[src/hw/rtl/pal_pkg.sv]
// pal_pkg: shared constants, opcodes, status codes and types for the
// positional array list. No dependencies; imported by every module.
package pal_pkg;

	// Fixed field widths of the request/result ports
	localparam int OPC_W  = 3;
	localparam int POS_W  = 8;
	localparam int VAL_W  = 32;
	localparam int STAT_W = 2;
	localparam int LEN_W  = 9;

	// Default build
	localparam int CAPACITY_DEF   = 256;
	localparam int DATA_WIDTH_DEF = 32;

	// Opcodes
	localparam logic [OPC_W-1:0] OP_INSERT = 3'd0;
	localparam logic [OPC_W-1:0] OP_DELETE = 3'd1;
	localparam logic [OPC_W-1:0] OP_SET    = 3'd2;
	localparam logic [OPC_W-1:0] OP_GET    = 3'd3;
	localparam logic [OPC_W-1:0] OP_LOCATE = 3'd4;

	// Result status
	localparam logic [STAT_W-1:0] STAT_OK      = 2'd0;
	localparam logic [STAT_W-1:0] STAT_ILLEGAL = 2'd1;
	localparam logic [STAT_W-1:0] STAT_FULL    = 2'd2;

	// Command broadcast to every cell of the row
	typedef struct packed {
		logic apply; // commit the update this cycle
		logic ins;   // legal insert
		logic del;   // legal delete
		logic set;   // legal set
		logic rd;    // flag the cell at the position (get/delete)
		logic loc;   // flag cells matching the search word
	} cmd_t;

	typedef enum logic {
		ST_IDLE,
		ST_WORK
	} st_t;

endpackage

[src/hw/rtl/pal_cell.sv]
// pal_cell: one storage cell of the list row; holds one word and shifts
// with its neighbours. Depends on pal_pkg.
module pal_cell #(
	parameter int DW  = 32,
	parameter int IDX = 0,
	parameter int PW  = 8,
	parameter int CW  = 9
) (
	input  logic            clk,
	input  pal_pkg::cmd_t   cmd,
	input  logic [DW-1:0]   left_word,
	input  logic [DW-1:0]   right_word,
	input  logic [DW-1:0]   value,
	input  logic [PW-1:0]   pos,
	input  logic [CW-1:0]   count,
	output logic [DW-1:0]   word,
	output logic            hit
);
	import pal_pkg::*;

	localparam logic [PW-1:0] MY_POS = PW'(IDX);
	localparam logic [CW-1:0] MY_CNT = CW'(IDX);

	logic [DW-1:0] word_q;
	logic          at_pos;
	logic          above;
	logic          in_list;

	assign at_pos  = (pos == MY_POS);
	assign above   = (pos < MY_POS);
	assign in_list = (MY_CNT < count);

	always_ff @(posedge clk) begin
		if (cmd.apply) begin
			if (cmd.ins && above) begin
				word_q <= left_word;
			end else if ((cmd.ins || cmd.set) && at_pos) begin
				word_q <= value;
			end else if (cmd.del && (above || at_pos)) begin
				word_q <= right_word;
			end
		end
	end

	assign word = word_q;
	assign hit  = (cmd.rd && at_pos) || (cmd.loc && in_list && (word_q == value));

endmodule

[config.mk]
export PLATFORM = sky130hd
export DESIGN_NAME = pal_cell
export DESIGN_NICKNAME = d
export VERILOG_FILES = /design/src/hw/rtl/pal_pkg.sv /design/src/hw/rtl/pal_cell.sv
export SDC_FILE = /design/constraint.sdc
export NUM_CORES = 1
export LEC_CHECK = 0
export ABC_AREA = 1
export BUFFER_PORTS_ARGS = -buffer_cell sky130_fd_sc_hd__buf_2
export CAP_MARGIN = 20
export CORE_ASPECT_RATIO = 0.6
export CORE_MARGIN = 1.5
export CORE_UTILIZATION = 42
export DETAILED_ROUTE_END_ITERATION = 8
export PLACE_DENSITY = 0.85
export SLEW_MARGIN = 20
export SYNTH_ARGS = -nofsm -noshare
export SYNTH_HDL_FRONTEND = slang
export SYNTH_SLANG_ARGS = --single-unit
[constraint.sdc]
create_clock -name clk -period 2.91 [get_ports clk]
set_clock_uncertainty 0.15 [all_clocks]
set_input_delay 0.4365 -clock clk [delete_from_list [all_inputs] [get_ports clk]]
set_output_delay 0.4365 -clock clk [all_outputs]
set_load 0.01 [all_outputs]
==> metrics <==
DRC 0; Worst Setup SP word[23]; outcome completed; CTS resizes 0; worst-margin pin slew 0.941 ns; Crit path depth 9; routability cong. 0.807; Hold Crit Class in -> reg; ys async rst share 0%; io pins 153; Post-DP HPWL 4460 µm; fin cells 469; final WL 5730 µm; post-synthesis mux area share 0%; worst path bufs/invs 2; CP peak stage delay 0.39 ns; Fmax 464 MHz; Fin. Hold Viols 0; wire per inst 12.2 µm; Setup-failing EPs final 0; Crit path top cell by count nand2_1; layout filler cell count 478; CP endpoint kind primary output; critical path type reg -> out; fin. max-slew vios 0; core area 5030 µm²; Worst setup SP type flop; Avg Vias per Cell 4.64; CTS Root Cell clkbuf_8; vias 2178; xor and xnor area share after synthesis 2.01%; Yosys cell types 22; final total power 0.988 mW; Yosys warnings 0; port bufs 120; TritonCTS clock tree built; CTS clk-pin slew, worst paths 0.07 ns; Final ANT Viol Nets 0; Die W 95.9 µm; Rows 20; Rel. slew slack 37.1%; share of cells above drive strength 1 42.2%; Worst Setup EP hit; drt first pass iters 4; number of DRC markers in iteration 0 75; Yosys reg bits 32; clock sinks 32; Cell Pwr Density 343 nW/µm²; first-pass GRT wire length 8690 µm; adder-cell share of the synthesized area 0%; Initial Utilization 43.3%; critical-path cell list inv_1 -> nand2_1 -> o21ai_0 -> nor2_1 -> nand2_1 -> nor2_1 -> nand2_1 -> o21bai_1 -> buf_2; Peak supply drop 0.000194 V; largest family of logic cells by synthesized area simple AND/OR/NAND/NOR gates; min cycle time layout 2.16 ns; compound-cell area share of the yosys netlist 10.9%; Area growth, synth to finish 32.5%; vias in the first global route 1961; simple-gate portion of the synthesized area 32.0%; number of setup buffers added after CTS 0; instance count of the mapped netlist 282; leakage power 1.54 nW; cell family with the largest share of critical-path delay simple AND/OR/NAND/NOR gates; Post-synth EDFFs 32; crit path max fanout 3; die height 58.8 µm; CTS buffer count 5; grt ovf 0; final net count 522; Setup TNS Final 0 ns; Slowest-stage cell, CP edfxtp_1; unrepaired setup endpoints after global routing no; Clock Path Buffers 2; register area share after synthesis 44.2%; Mean Syn Cell Area 7.72 µm²; initial antenna violation count 0; Crit path arrival time 1.57 ns; period utilization 74.1%; Post-CTS Hold Buffers 0; hold depth 3; pin count of the biggest net entering global routing 52; DIE AREA 5640 µm²; Post-Syn Nets 402; GRT Util Overall 20.7%; max reg flops 32; placed insts 461; CP required 2.32 ns; H-Tree Depth 2; Syn Std Cell Area 2180 µm²; maxcap violations 0; # diodes 0; Top FF cell, synth edfxtp_1
-- area by class of cell --
type                            count  area (µm²)  area share [%]
Clock buffer                        5        68.8            2.39
Clock inverter                      3        13.8           0.477
Inverter                           44         166            5.77
Multi-Input combinational cell    198         983            34.1
Sequential cell                    32         961            33.3
Tap cell                           66        82.6            2.86
Timing Repair Buffer              121         608            21.1
-- per-layer routing --
metal	GRT usage [%]	wire (µm)	up-vias
met3	5.56	456	7
li1	-	-	1123
met2	33.5	2470	95
met5	0	0	-
met4	5.67	64	0
met1	27.5	2730	953
-- placed cells by master, fill, tap and decap left out --
| cell type | count |
|---|---|
| buf_2 | 120 |
| nand2_1 | 92 |
| inv_1 | 43 |
| edfxtp_1 | 32 |
| nor2_1 | 30 |
| o21ai_2 | 19 |
| nand2_2 | 18 |
| nand3_1 | 15 |
| o21ai_0 | 11 |
| clkbuf_8 | 5 |
| clkinv_2 | 3 |
| xnor2_1 | 3 |
| xor2_1 | 2 |
| nor3b_2 | 1 |
| nand3_2 | 1 |
| or2_1 | 1 |
| nand2_4 | 1 |
| nand4_1 | 1 |
| o211ai_1 | 1 |
| o21bai_1 | 1 |
| nor2_4 | 1 |
| clkinv_1 | 1 |
| buf_4 | 1 |
-- cell usage after synthesis, types with 2 or more instances --
library cell / count / area [µm²]
buf_6: 5 / 56.3
xor2_1: 2 / 17.5
xnor2_1: 3 / 26.3
nand2_2: 18 / 113
o21ai_2: 19 / 166
nor2_1: 31 / 116
nand2_1: 92 / 345
nand3_1: 15 / 75.1
edfxtp_1: 32 / 961
inv_1: 43 / 161
o21ai_0: 11 / 55.1
-- worst min-delay path by stage --
stage	from	end	slack, ns
2_1_floorplan	right_word[11]	word[11]	0.46
3_3_place_gp	right_word[27]	word[27]	0.55
3_5_place_dp	right_word[12]	word[12]	0.56
4_1_cts	right_word[12]	word[12]	0.26
5_1_grt	right_word[21]	word[21]	0.26
6_report	right_word[12]	word[12]	0.26
-- power breakdown --
part	internal, mW	leakage, nW	total [mW]	switching [mW]
Sequential	0.508	0.287	0.508	0.000555
Combinational	0.0738	1.21	0.149	0.0750
Clock	0.162	0.0453	0.331	0.169
Total	0.744	1.54	0.988	0.245
-- metrics by stage --
step / setup slack, ns / cell area [µm²] / hold slack [ns] / util (%)
after global placement: 0.589 / 2800 / 0.550 / 55.7
after global routing: 0.662 / 2880 / 0.262 / 57.3
final: 0.755 / 2880 / 0.264 / 57.3
after floorplan: 0.191 / 2180 / 0.465 / -
after detailed placement: 0.520 / 2800 / 0.556 / 55.7
after CTS: 0.759 / 2880 / 0.259 / 57.3
-- logic make-up (layout without fill, tap and decap cells) --
| logic type | count (synthesis) | in the layout |
|---|---|---|
| xor gates and xnor gates | 5 | 5 |
| buffers and inverters | 52 | 173 |
| and+or+nand+nor | 161 | 161 |
| AOI/OAI and AO/OA | 32 | 32 |
| DFF | 32 | 32 |
-- worst min-delay path, stage by stage --
cell and delay, ns:
buf_2 0.08, nand2_1 0.04, nand2_1 0.04
Power figures use the tool's default switching activity.
